File: config.mk
export PLATFORM = sky130hd
export DESIGN_NAME = metadata_header_validator
export DESIGN_NICKNAME = d
export VERILOG_FILES = /design/src/rtl/mhv_pkg.sv /design/src/rtl/metadata_header_validator.sv /design/src/rtl/mhv_front.sv /design/src/rtl/mhv_queue.sv /design/src/rtl/mhv_back.sv
export SDC_FILE = /design/constraint.sdc
export NUM_CORES = 1
export LEC_CHECK = 0
export BUFFER_PORTS_ARGS = -buffer_cell sky130_fd_sc_hd__buf_2
export CORE_UTILIZATION = 30
export DETAILED_ROUTE_END_ITERATION = 10
export GPL_ROUTABILITY_DRIVEN = 0
export PLACE_DENSITY = 0.47
export SETUP_SLACK_MARGIN = 0.4
export SLEW_MARGIN = 20
export SYNTH_ARGS = -nofsm -noshare
export SYNTH_HDL_FRONTEND = slang
export SYNTH_SLANG_ARGS = --single-unit
File: constraint.sdc
create_clock -name clk_i -period 10.1 [get_ports clk_i]
set_clock_uncertainty 0.1 [all_clocks]
set_input_delay 0.505 -clock clk_i [delete_from_list [all_inputs] [get_ports clk_i]]
set_output_delay 0.505 -clock clk_i [all_outputs]
set_load 0.1 [all_outputs]
File: src/rtl/mhv_pkg.sv
// Shared types and constants for the metadata header validator.
// Holds the status codes, the queue item layout and the queue status group.
// No dependencies.
`default_nettype none

package mhv_pkg;

  // Byte address width of the configuration port.
  localparam int unsigned ADDR_W      = 3;
  localparam int unsigned DATA_W      = 32;
  localparam int unsigned LEN_W       = 33;
  localparam int unsigned QUEUE_DEPTH = 2;
  localparam int unsigned QPTR_W      = $clog2(QUEUE_DEPTH);
  localparam int unsigned QCNT_W      = $clog2(QUEUE_DEPTH + 1);

  localparam logic [7:0]  COLON_BYTE  = 8'h3A;
  localparam logic [31:0] BIN_SUFFIX  = 32'h2D62696E;

  typedef enum logic [2:0] {
    ST_OK         = 3'd0,
    ST_KEY_EMPTY  = 3'd1,
    ST_KEY_LONG   = 3'd2,
    ST_KEY_COLON  = 3'd3,
    ST_KEY_BYTE   = 3'd4,
    ST_VALUE_BYTE = 3'd5
  } status_e;

  // One classified request, as held in the queue.
  typedef struct packed {
    logic       is_value;
    logic       has_byte;
    logic       last;
    logic [7:0] data_byte;
    logic       key_ok;
    logic       is_colon;
    logic       value_ok;
  } mhv_item_t;

  typedef struct packed {
    logic              full;
    logic              valid;
    logic [QCNT_W-1:0] count;
  } mhv_qstat_t;

endpackage

`default_nettype wire

File: src/rtl/metadata_header_validator.sv
// Metadata header validator.
// Input channel: one request per key or value byte (kind_i 0 key, 1 value),
// has_byte_i low marks an empty part, last_i ends the key or the value.
// Requests of the wrong kind for the current part are dropped silently.
// Output channel: one status per header, given after its final value request;
// is_binary_o flags a valid key ending in "-bin", whose value goes unchecked.
// Throughput: one request per cycle while in_stall_o is low. A request passes
// through the front end into a two-entry queue and on to the back end, whose
// output register holds the status of each header.
// A stalled output holds its status; the back end keeps consuming key and
// value bytes until it meets the next header end, then the queue fills and
// in_stall_o rises.
// Register at byte address 0: max_key_length (32 bits), reset 0xFFFFFFFF.
// Write it only while no header is in flight.
// Reset clears the phase, the queue and all header state but the status and
// binary-flag registers; the block is ready for a key once reset is released.
// Depends on mhv_pkg, mhv_front, mhv_queue and mhv_back.
`default_nettype none

module metadata_header_validator import mhv_pkg::*; (
  input  wire logic              clk_i,
  input  wire logic              rst_ni,
  input  wire logic              in_valid_i,
  output logic                   in_stall_o,
  input  wire logic              kind_i,
  input  wire logic [7:0]        data_byte_i,
  input  wire logic              has_byte_i,
  input  wire logic              last_i,
  output logic                   out_valid_o,
  input  wire logic              out_stall_i,
  output logic [2:0]             status_o,
  output logic                   is_binary_o,
  input  wire logic              psel,
  input  wire logic              penable,
  input  wire logic              pwrite,
  input  wire logic [ADDR_W-1:0] paddr,
  input  wire logic [DATA_W-1:0] pwdata,
  output logic [DATA_W-1:0]      prdata,
  output logic                   pready
);

  localparam logic [ADDR_W-3:0] REG_MAX_KEY_LEN = '0;

  logic [DATA_W-1:0] max_len_q;
  logic              cfg_wr;
  logic              reg_sel;
  mhv_qstat_t        q_stat;
  mhv_item_t         push_item;
  mhv_item_t         head_item;
  logic              push;
  logic              pop;

  assign pready  = 1'b1;
  assign reg_sel = (paddr[ADDR_W-1:2] == REG_MAX_KEY_LEN);
  assign cfg_wr  = psel && penable && pwrite && pready && reg_sel;
  assign prdata  = reg_sel ? max_len_q : '0;

  always_ff @(posedge clk_i or negedge rst_ni) begin
    if (!rst_ni) begin
      max_len_q <= '1;
    end else if (cfg_wr) begin
      max_len_q <= pwdata;
    end
  end

  mhv_front u_front (
    .clk_i       (clk_i),
    .rst_ni      (rst_ni),
    .in_valid_i  (in_valid_i),
    .in_stall_o  (in_stall_o),
    .kind_i      (kind_i),
    .data_byte_i (data_byte_i),
    .has_byte_i  (has_byte_i),
    .last_i      (last_i),
    .q_stat_i    (q_stat),
    .push_o      (push),
    .item_o      (push_item)
  );

  mhv_queue u_queue (
    .clk_i  (clk_i),
    .rst_ni (rst_ni),
    .push_i (push),
    .item_i (push_item),
    .pop_i  (pop),
    .item_o (head_item),
    .stat_o (q_stat)
  );

  mhv_back u_back (
    .clk_i         (clk_i),
    .rst_ni        (rst_ni),
    .q_stat_i      (q_stat),
    .item_i        (head_item),
    .pop_o         (pop),
    .max_key_len_i (max_len_q),
    .out_valid_o   (out_valid_o),
    .out_stall_i   (out_stall_i),
    .status_o      (status_o),
    .is_binary_o   (is_binary_o)
  );

`ifndef NO_ASSERTIONS
  a_bin_ok: assert property (@(posedge clk_i) disable iff (!rst_ni)
    out_valid_o && is_binary_o |-> status_o == ST_OK)
    else $error("binary flag with a failing status");

  a_end_shows: assert property (@(posedge clk_i) disable iff (!rst_ni)
    pop && head_item.is_value && head_item.last |=> out_valid_o)
    else $error("header end consumed without a status");

  a_q_bound: assert property (@(posedge clk_i) disable iff (!rst_ni)
    q_stat.count <= QCNT_W'(QUEUE_DEPTH))
    else $error("queue count beyond depth");

  a_no_overrun: assert property (@(posedge clk_i) disable iff (!rst_ni)
    push |-> !q_stat.full)
    else $error("push into a full queue");
`endif

endmodule

`default_nettype wire

File: src/rtl/mhv_front.sv
// Front end: takes requests, tracks key/value phase, classifies each byte.
// Depends on mhv_pkg.
`default_nettype none

module mhv_front import mhv_pkg::*; (
  input  wire logic       clk_i,
  input  wire logic       rst_ni,
  input  wire logic       in_valid_i,
  output logic            in_stall_o,
  input  wire logic       kind_i,
  input  wire logic [7:0] data_byte_i,
  input  wire logic       has_byte_i,
  input  wire logic       last_i,
  input  wire mhv_qstat_t q_stat_i,
  output logic            push_o,
  output mhv_item_t       item_o
);

  logic phase_q, phase_d;
  logic accept;
  logic match;
  logic key_ok;

  assign in_stall_o = q_stat_i.full;
  assign accept     = in_valid_i && !q_stat_i.full;
  // Drop requests of the wrong part; empty non-final requests carry nothing.
  assign match      = accept && (kind_i == phase_q);
  assign push_o     = match && (has_byte_i || last_i);
  assign phase_d    = (match && last_i) ? ~phase_q : phase_q;

  always_comb begin
    key_ok = 1'b0;
    if ((data_byte_i == 8'h2D) || (data_byte_i == 8'h2E) || (data_byte_i == 8'h5F)) begin
      key_ok = 1'b1;
    end
    if ((data_byte_i >= 8'h30) && (data_byte_i <= 8'h39)) begin
      key_ok = 1'b1;
    end
    if ((data_byte_i >= 8'h61) && (data_byte_i <= 8'h7A)) begin
      key_ok = 1'b1;
    end
  end

  always_comb begin
    item_o.is_value  = phase_q;
    item_o.has_byte  = has_byte_i;
    item_o.last      = last_i;
    item_o.data_byte = data_byte_i;
    item_o.key_ok    = key_ok;
    item_o.is_colon  = (data_byte_i == COLON_BYTE);
    item_o.value_ok  = (data_byte_i >= 8'h20) && (data_byte_i <= 8'h7E);
  end

  always_ff @(posedge clk_i or negedge rst_ni) begin
    if (!rst_ni) begin
      phase_q <= 1'b0;
    end else begin
      phase_q <= phase_d;
    end
  end

endmodule

`default_nettype wire

File: src/rtl/mhv_queue.sv
// Short request queue between the front end and the back end.
// Depends on mhv_pkg.
`default_nettype none

module mhv_queue import mhv_pkg::*; (
  input  wire logic      clk_i,
  input  wire logic      rst_ni,
  input  wire logic      push_i,
  input  wire mhv_item_t item_i,
  input  wire logic      pop_i,
  output mhv_item_t      item_o,
  output mhv_qstat_t     stat_o
);

  mhv_item_t         mem_q [QUEUE_DEPTH];
  logic [QPTR_W-1:0] wr_ptr_q, wr_ptr_d;
  logic [QPTR_W-1:0] rd_ptr_q, rd_ptr_d;
  logic [QCNT_W-1:0] cnt_q, cnt_d;

  function automatic logic [QPTR_W-1:0] ptr_next(input logic [QPTR_W-1:0] p);
    logic [QPTR_W-1:0] r;
    if (p == QPTR_W'(QUEUE_DEPTH - 1)) begin
      r = '0;
    end else begin
      r = p + QPTR_W'(1);
    end
    return r;
  endfunction

  assign wr_ptr_d = push_i ? ptr_next(wr_ptr_q) : wr_ptr_q;
  assign rd_ptr_d = pop_i  ? ptr_next(rd_ptr_q) : rd_ptr_q;

  always_comb begin
    unique case ({push_i, pop_i})
      2'b10:   cnt_d = cnt_q + QCNT_W'(1);
      2'b01:   cnt_d = cnt_q - QCNT_W'(1);
      default: cnt_d = cnt_q;
    endcase
  end

  assign item_o       = mem_q[rd_ptr_q];
  assign stat_o.full  = (cnt_q == QCNT_W'(QUEUE_DEPTH));
  assign stat_o.valid = (cnt_q != '0);
  assign stat_o.count = cnt_q;

  always_ff @(posedge clk_i) begin
    if (push_i) begin
      mem_q[wr_ptr_q] <= item_i;
    end
  end

  always_ff @(posedge clk_i or negedge rst_ni) begin
    if (!rst_ni) begin
      wr_ptr_q <= '0;
      rd_ptr_q <= '0;
      cnt_q    <= '0;
    end else begin
      wr_ptr_q <= wr_ptr_d;
      rd_ptr_q <= rd_ptr_d;
      cnt_q    <= cnt_d;
    end
  end

endmodule

`default_nettype wire

File: src/rtl/mhv_back.sv
// Back end: accumulates key and value checks and registers the header status.
// Depends on mhv_pkg.
`default_nettype none

module mhv_back import mhv_pkg::*; (
  input  wire logic              clk_i,
  input  wire logic              rst_ni,
  input  wire mhv_qstat_t        q_stat_i,
  input  wire mhv_item_t         item_i,
  output logic                   pop_o,
  input  wire logic [DATA_W-1:0] max_key_len_i,
  output logic                   out_valid_o,
  input  wire logic              out_stall_i,
  output logic [2:0]             status_o,
  output logic                   is_binary_o
);

  logic [LEN_W-1:0] key_len_q, key_len_d;
  logic [31:0]      key_tail_q, key_tail_d;
  status_e          key_st_q, key_st_d;
  logic             value_bad_q, value_bad_d;
  logic             out_valid_q, out_valid_d;
  status_e          status_q, status_d;
  logic             bin_q, bin_d;
  logic             ends_header;
  logic             slot_free;

  assign ends_header = item_i.is_value && item_i.last;
  assign slot_free   = !out_valid_q || !out_stall_i;
  // Hold a header end while the previous status still waits.
  assign pop_o       = q_stat_i.valid && (!ends_header || slot_free);

  always_comb begin
    key_len_d   = key_len_q;
    key_tail_d  = key_tail_q;
    key_st_d    = key_st_q;
    value_bad_d = value_bad_q;
    status_d    = status_q;
    bin_d       = bin_q;
    out_valid_d = out_valid_q && out_stall_i;

    if (pop_o) begin
      if (!item_i.is_value) begin
        if (item_i.has_byte) begin
          if (key_len_q == '0) begin
            if (item_i.is_colon) begin
              key_st_d = ST_KEY_COLON;
            end else if (item_i.key_ok) begin
              key_st_d = ST_OK;
            end else begin
              key_st_d = ST_KEY_BYTE;
            end
          end else if ((key_st_q == ST_OK) && !item_i.key_ok) begin
            key_st_d = ST_KEY_BYTE;
          end
          key_tail_d = {key_tail_q[23:0], item_i.data_byte};
          if (key_len_q != '1) begin
            key_len_d = key_len_q + LEN_W'(1);
          end
        end
        if (item_i.last) begin
          if (key_len_d == '0) begin
            key_st_d = ST_KEY_EMPTY;
          end else if (key_len_d > {1'b0, max_key_len_i}) begin
            key_st_d = ST_KEY_LONG;
          end
        end
      end else begin
        if (item_i.has_byte && !item_i.value_ok) begin
          value_bad_d = 1'b1;
        end
        if (item_i.last) begin
          out_valid_d = 1'b1;
          bin_d       = 1'b0;
          if (key_st_q != ST_OK) begin
            status_d = key_st_q;
          end else if (key_tail_q == BIN_SUFFIX) begin
            status_d = ST_OK;
            bin_d    = 1'b1;
          end else if (value_bad_d) begin
            status_d = ST_VALUE_BYTE;
          end else begin
            status_d = ST_OK;
          end
          // Clear for the next header.
          key_len_d   = '0;
          key_tail_d  = '0;
          key_st_d    = ST_OK;
          value_bad_d = 1'b0;
        end
      end
    end
  end

  always_ff @(posedge clk_i or negedge rst_ni) begin
    if (!rst_ni) begin
      key_len_q   <= '0;
      key_tail_q  <= '0;
      key_st_q    <= ST_OK;
      value_bad_q <= 1'b0;
      out_valid_q <= 1'b0;
    end else begin
      key_len_q   <= key_len_d;
      key_tail_q  <= key_tail_d;
      key_st_q    <= key_st_d;
      value_bad_q <= value_bad_d;
      out_valid_q <= out_valid_d;
    end
  end

  always_ff @(posedge clk_i) begin
    status_q <= status_d;
    bin_q    <= bin_d;
  end

  assign out_valid_o = out_valid_q;
  assign status_o    = status_q;
  assign is_binary_o = bin_q;

endmodule

`default_nettype wire
======== Word-level counts from Yosys, hierarchy flattened ========
Memories as Yosys holds them, arrays and structs flattened.
Cells that the tools add are included.
storage, ports and cells
  memories ................................ 1
  input bits .............................. 53
  bits in latches ......................... 0
  output and inout port bits .............. 39
  memory bits (read-only) ................. 0
  bits in registers ....................... 111
  memory bits (writable) .................. 28
cells by class
  bitwise logic cells ..................... 2
  eq/ne operators ......................... 11
  div/mod/pow operators ................... 0
  add/sub/neg operators ................... 5
  magnitude comparators ................... 7
  shift operators ......................... 0
  reduce and logical (&&, ||, !) cells .... 37
  multiply operators ...................... 0
  mux-type cells .......................... 39
memory list
  memory         depth  bits a word  read ports  clocked after memory_dff  write ports  line             text
  u_queue.mem_q  2      14           1           0                         1            mhv_queue.sv:15  mhv_item_t mem_q [QUEUE_DEPTH];
operators with widths
  cell                     count
  $mux W33                 6
  $mux W32                 4
  $logic_not A33 Y1        2
  $mux W3                  13
  $add A33 B1 Y33 const B  1
  $gt A33 B32 Y1           1
  $ne A33 B33 Y1 const B   1
  $eq A32 B30 Y1 const B   1
  $eq A8 B6 Y1 const B     3
  $ge A8 B6 Y1 const B     2
  $le A8 B7 Y1 const B     2
  $logic_and A1 B1 Y1      15
  $mux W1                  15
  $eq A8 B7 Y1 const B     1
  $ge A8 B7 Y1 const B     1
  $le A8 B6 Y1 const B     1
  $logic_not A1 Y1         6
  $reduce_and A3 Y1        2
  $reduce_bool A2 Y1       3
  $logic_or A1 B1 Y1       5
  $eq A2 B2 Y1 const B     2
  $pmux W2 S2              1
  $reduce_and A2 Y1        2
  $logic_not A3 Y1         1
  8 further kinds          10

======== Logic depth before layout (Yosys ltp) ========
An unclocked memory read counts as a cell.
  word-level depth ........................ 11
  depth in mapped cells ................... 18
  depth with buffers taken out ............ 16

======== By module ========
From an unflattened synthesis, not the netlist that was laid out.
second synthesis, totals
  cells, all modules ...................... 786
  area total of the unflattened synthesis .. 8505.7 µm²
by module, submodules not included
  module                     sequential area each (µm²)  area each (µm²)  cells each  instances
  mhv_back                   1871.8                      5367.6           579         1
  metadata_header_validator  840.8                       1594.0           105         1
  mhv_queue                  940.9                       1249.9           60          1
  mhv_front                  25.0                        294.0            42          1

======== Least setup slack after synthesis ========
OpenSTA, ideal clock, no wires.
  kind .................................... flip-flop to flip-flop
  start point ............................. register u_back.key_len_q[22]
  end point ............................... register u_back.key_st_q[1]
  period minus slack after synthesis ...... 3944 ps
  data arrival time ....................... 3723 ps
  data required time ...................... 9878 ps
  slack ................................... 6156 ps
  setup time .............................. 122 ps
  cell stages (with the launch flop) ...... 17
  cell sequence ........................... dfrtp_1 buf_2 nand3_4 or4_1 buf_6 o31ai_4 and2b_1 xor2_1 ha_1 nand4_1 nor3_1 a21boi_0 o41a_1 o21ai_0 o21ai_1 a211o_1 a32o_1
on the way
  word-level cells in the longest chain between the ends .. 10
  elaborated cells between the ends (all ways) .. 15
  classes of those cells .................. add/sub: 1; order compare: 1; eq/ne: 1; mux: 10; reduce/logical: 2
ends and longest elaborated chain
  what                                               line                            text
  start: declaration                                 mhv_back.sv:18                  logic [LEN_W-1:0] key_len_q, key_len_d;
  start signal: assignment                           mhv_back.sv:103                 key_len_q <= key_len_d;
  $add A33 B1 Y33 or $ne A33 B33 Y1 (tied branches)  mhv_back.sv:58, mhv_back.sv:57
  $mux W33                                           mhv_back.sv:57                  if (key_len_q != '1) begin
  $mux W33                                           mhv_back.sv:44                  if (item_i.has_byte) begin
  $mux W33                                           mhv_back.sv:43                  if (!item_i.is_value) begin
  $mux W33                                           mhv_back.sv:42                  if (pop_o) begin
  $gt A33 B32 Y1                                     mhv_back.sv:64                  end else if (key_len_d > {1'b0, max_key_len_i}) begin
  $mux W3                                            mhv_back.sv:64
  $mux W3                                            mhv_back.sv:62                  if (key_len_d == '0) begin
  $mux W3 *                                          mhv_back.sv:61                  if (item_i.last) begin
  $mux W3 *                                          mhv_back.sv:43
  end signal: assignment                             mhv_back.sv:105                 key_st_q <= key_st_d;
  end: declaration                                   mhv_back.sv:20                  status_e key_st_q, key_st_d;
Every way passes the cells marked *; elsewhere a longest branch is shown, timed or not. The select of a mux whose other input is x is not followed.
A chain may end at the register's enable or synchronous reset.

======== Final worst setup path ========
  start point ............................. register u_queue.rd_ptr_q
  end point ............................... register u_back.key_st_q[1]
on the way
  word-level cells in the longest chain between the ends .. 10
  elaborated cells between the ends (all ways) .. 22
  classes of those cells .................. order compare: 1; eq/ne: 1; mux: 11; reduce/logical: 8; memory: 1
ends and longest elaborated chain
  what                                                                    line             text
  start: declaration                                                      mhv_queue.sv:17  logic [QPTR_W-1:0] rd_ptr_q, rd_ptr_d;
  start signal: assignment                                                mhv_queue.sv:59  rd_ptr_q <= rd_ptr_d;
  $mem_v2 Z2 W14 *                                                        n/a
  parallel branches: the longest is 9 deep, another holds $gt A33 B32 Y1  n/a
Every way passes the cells marked *. The select of a mux whose other input is x is not followed.

==> run metrics <==
number of library cell types mapped by synthesis 83; Cell Area, Synth around 8400 sq um; Slew headroom 0.377; postcts setup bufs 0; Async S/R FF share, synth 0.770; root buffer cell clkbuf_16; Synth Flop Type dfrtp_1; Clock power frac 0.268; HPWL Detailed ~17000 microns; DRT Pass-1 Iters 5; Ys Warns 0; post_cts resized 0; row count 60; Power Dens Cells 243 nW/um^2; number of remaining DRC errors 0; reg-to-reg critical path startpoint u_queue.rd_ptr_q; Hold Path Class in -> async; final hold vios 0; clk_lat worst skew roughly 430 ps; worst path arrival time ~6000 ps; initial antenna violation count 0; DIE WIDTH ~170 microns; top-level port count approximately 90; DR vias approximately 6600; GRT overflow 0; most common cell after layout, fill and taps aside buf_2; Post-DRT Antenna Nets 0; Register Area about 3700 sq um; WL/cell 18.0 microns; wire length of the first global-routing pass between 30000 and 40000 microns; Reg2Reg Depth 14; sw power 0.983 mW; vias in the first global route approximately 6500; Pint between 1 and 1.5 mW; largest cells by area after synthesis dfrtp_1 (22%), edfxtp_1 (11%), dfstp_2 (10%), ha_1 (5.2%), mux2_2 (5.1%); CORE AREA 27200 sq um; antenna cells 0; Buf+Inv Stages, Crit Path 0; CP Cell Sequence mux2_2 > nand4_1 > a211oi_1 > nand4_1 > xnor2_1 > ha_1 > nor4_1 > nor3_1 > a211oi_1 > o31ai_1 > o21ai_0 > o21ai_1 > a211o_1 > a32o_1; crit share post-route 0.591; Seq cells post-synth about 140; commonest cells after routing, fill and taps aside buf_2 (87), nand2_1 (78), dfrtp_1 (75); largest net degree at the start of global routing 62; Area Overhead vs Synth 15.6%; crit path kind reg -> reg; Starting Density 0.309; VDD IR-drop max 0.134 mV; Least-Margin Pin Slew about 940 ps; Leakage ~4.3 nW; H-Tree Level Count 4; Final Setup Violations 0; Sw Ratio 0.417; crit path max-delay cell type dfrtp_1; Seq/Total Area, Yosys 0.439; via/cell ratio between 5 and 6; Setup TNS 0 ps; DR iter-0 viols around 370; CTS Buf Count 17; worst endpoint required time 10310 ps; total power draw between 2 and 2.5 mW; max-slew violations 0; total die area roughly 29000 sq um; Post-Syn Instances about 840; number of synthesized flops with an enable pin 32; fin crit period approximately 6000 ps; share of layout cells above drive strength 1 0.256; TritonCTS clock tree yes; status finished clean; RSZ-0062 raised after global routing no; Clock transition at path regs approximately 60 ps; drt total wl 23100 microns; TritonCTS Sinks roughly 140; Max Cap Violations 0; clock tree buffer depth 2; # fillers approximately 2800; CP Max Fanout 18; die height 169 microns; fmax approximately 170 MHz; Top Family by Delay on Critical Path compound AO/OA/AOI/OAI gates; Layout Cells excl Fill approximately 1300; average cell area after synthesis 10.0 sq um; Tot GR Track Use 0.167; Critical Path Start Type register; Inst Count DP between 1000 and 1500; post-synth top area share 0.224; Crit. End Element register; Critical Path Max Stage Delay 960 ps; Layout Utilization 0.357; Synth Net Count ~900; Yosys top cell by area dfrtp_1; FF-to-FF setup slack 4140 ps; Port Buffer Count 88; Post-CTS Hold Buffers 0; Worst R2R End u_back.key_st_q[1]; Seq pwr share 0.355; multi-input logic area roughly 4300 sq um; combinational share of power 0.376; nets around 990
stage by stage:
stage,worst slack [ps],hold WS [ps],area (sq um)
after floorplan,6160,109,8390
after global placement,4230,367,9100
after detailed placement,4230,371,9100
after CTS,4220,18.1,9690
after global routing,3980,48.5,9690
final,4140,9.76,9690
cells in the mapped netlist (4+ instances only):
| master | n |
|---|---|
| buf_4 | 5 |
| nand3_1 | 24 |
| mux2_2 | 38 |
| and4_1 | 4 |
| edfxtp_1 | 32 |
| o31ai_1 | 12 |
| clkbuf_2 | 4 |
| dfrtp_1 | 75 |
| xor2_1 | 18 |
| a22o_1 | 31 |
| mux2i_1 | 17 |
| nor2_1 | 69 |
| or4_1 | 5 |
| inv_1 | 48 |
| nor4bb_1 | 4 |
| clkbuf_1 | 22 |
| a21oi_1 | 22 |
| a21o_1 | 6 |
| and3_1 | 8 |
| nor4_1 | 21 |
| xnor2_1 | 22 |
| dfstp_2 | 32 |
| buf_2 | 16 |
| nor3_1 | 19 |
| a31oi_1 | 5 |
| o21ai_0 | 46 |
| ha_1 | 35 |
| nor4b_1 | 4 |
| nand2_1 | 78 |
| nand4_1 | 25 |
| a211oi_1 | 5 |
| and2_1 | 6 |
worst max path at each step:
| stage | endpoint | slack [ps] | cells past startpoint | start |
|---|---|---|---|---|
| final | u_back.key_st_q[1] | 4140 | 14 | u_queue.rd_ptr_q |
| after global routing | u_back.key_st_q[1] | 3980 | 14 | u_queue.rd_ptr_q |
| after CTS | u_back.key_st_q[1] | 4220 | 14 | u_queue.rd_ptr_q |
| after detailed placement | u_back.key_st_q[1] | 4230 | 14 | u_queue.rd_ptr_q |
| after global placement | u_back.key_st_q[1] | 4230 | 14 | u_queue.rd_ptr_q |
| after floorplan | u_back.key_st_q[1] | 6160 | 16 | u_back.key_len_q[22] |
worst reg2reg max path, stage by stage (launching register included):
cell      delay, ps
dfrtp_1         960
mux2_2          480
nand4_1         510
a211oi_1        790
nand4_1         320
xnor2_1         410
ha_1            320
nor4_1          300
nor3_1           90
a211oi_1        280
o31ai_1         140
o21ai_0         440
o21ai_1         210
a211o_1         270
a32o_1          250
logic make-up (layout without fill, tap and decap cells):
group | Yosys count | count (layout) | synth area share
AOI/OAI and AO/OA | 162 | 162 | 0.145
xor gates and xnor gates | 42 | 42 | 0.0457
adders and majority gates | 35 | 35 | 0.0522
buffers and inverters | 103 | 178 | 0.0540
DFF | 139 | 139 | 0.439
muxes | 55 | 55 | 0.0713
other | 1 | 1 | 0.000447
and+or+nand+nor | 299 | 299 | 0.193
power groups by stage:
stage / Sequential (mW) / Clock, mW / Combinational (mW)
after floorplan: 0.838 / 0 / 0.663
after global placement: 0.845 / 0 / 0.885
after detailed placement: 0.849 / 0 / 0.889
after CTS: 0.839 / 0.651 / 0.892
after global routing: 0.857 / 0.671 / 0.980
final: 0.838 / 0.633 / 0.887
final cells by class:
class	count	share of cell area
Clock buffer	20	0.0483
Clock inverter	12	0.0125
Inverter	50	0.0194
Multi-Input combinational cell	594	0.440
Sequential cell	139	0.380
Tap cell	372	0.0480
Timing Repair Buffer	96	0.0519
routing by layer:
metal  part of all wire  routed length (microns)  global-route usage  vias to the layer above
met1               0.48                    11100               0.235                     3198
met4              0.023                      524              0.0685                        0
met3              0.052                     1200              0.0315                       30
met5                  0                        0                   0                        -
li1                   -                        -                   -                     3171
met2               0.44                    10300               0.251                      188
flip-flops by register name, summed over array words and instances (netlist names):
register            count
u_back.key_len_q       33
u_queue.cnt_q           2
u_back.value_bad_q      1
u_back.key_tail_q      32
u_back.is_binary_o      1
u_queue.mem_q          28
u_back.key_st_q         3
max_len_q              32
u_back.status_o         3
u_front.phase_q         1
u_queue.wr_ptr_q        1
u_back.out_valid_o      1
u_queue.rd_ptr_q        1
(Power assumes the default switching activity.)
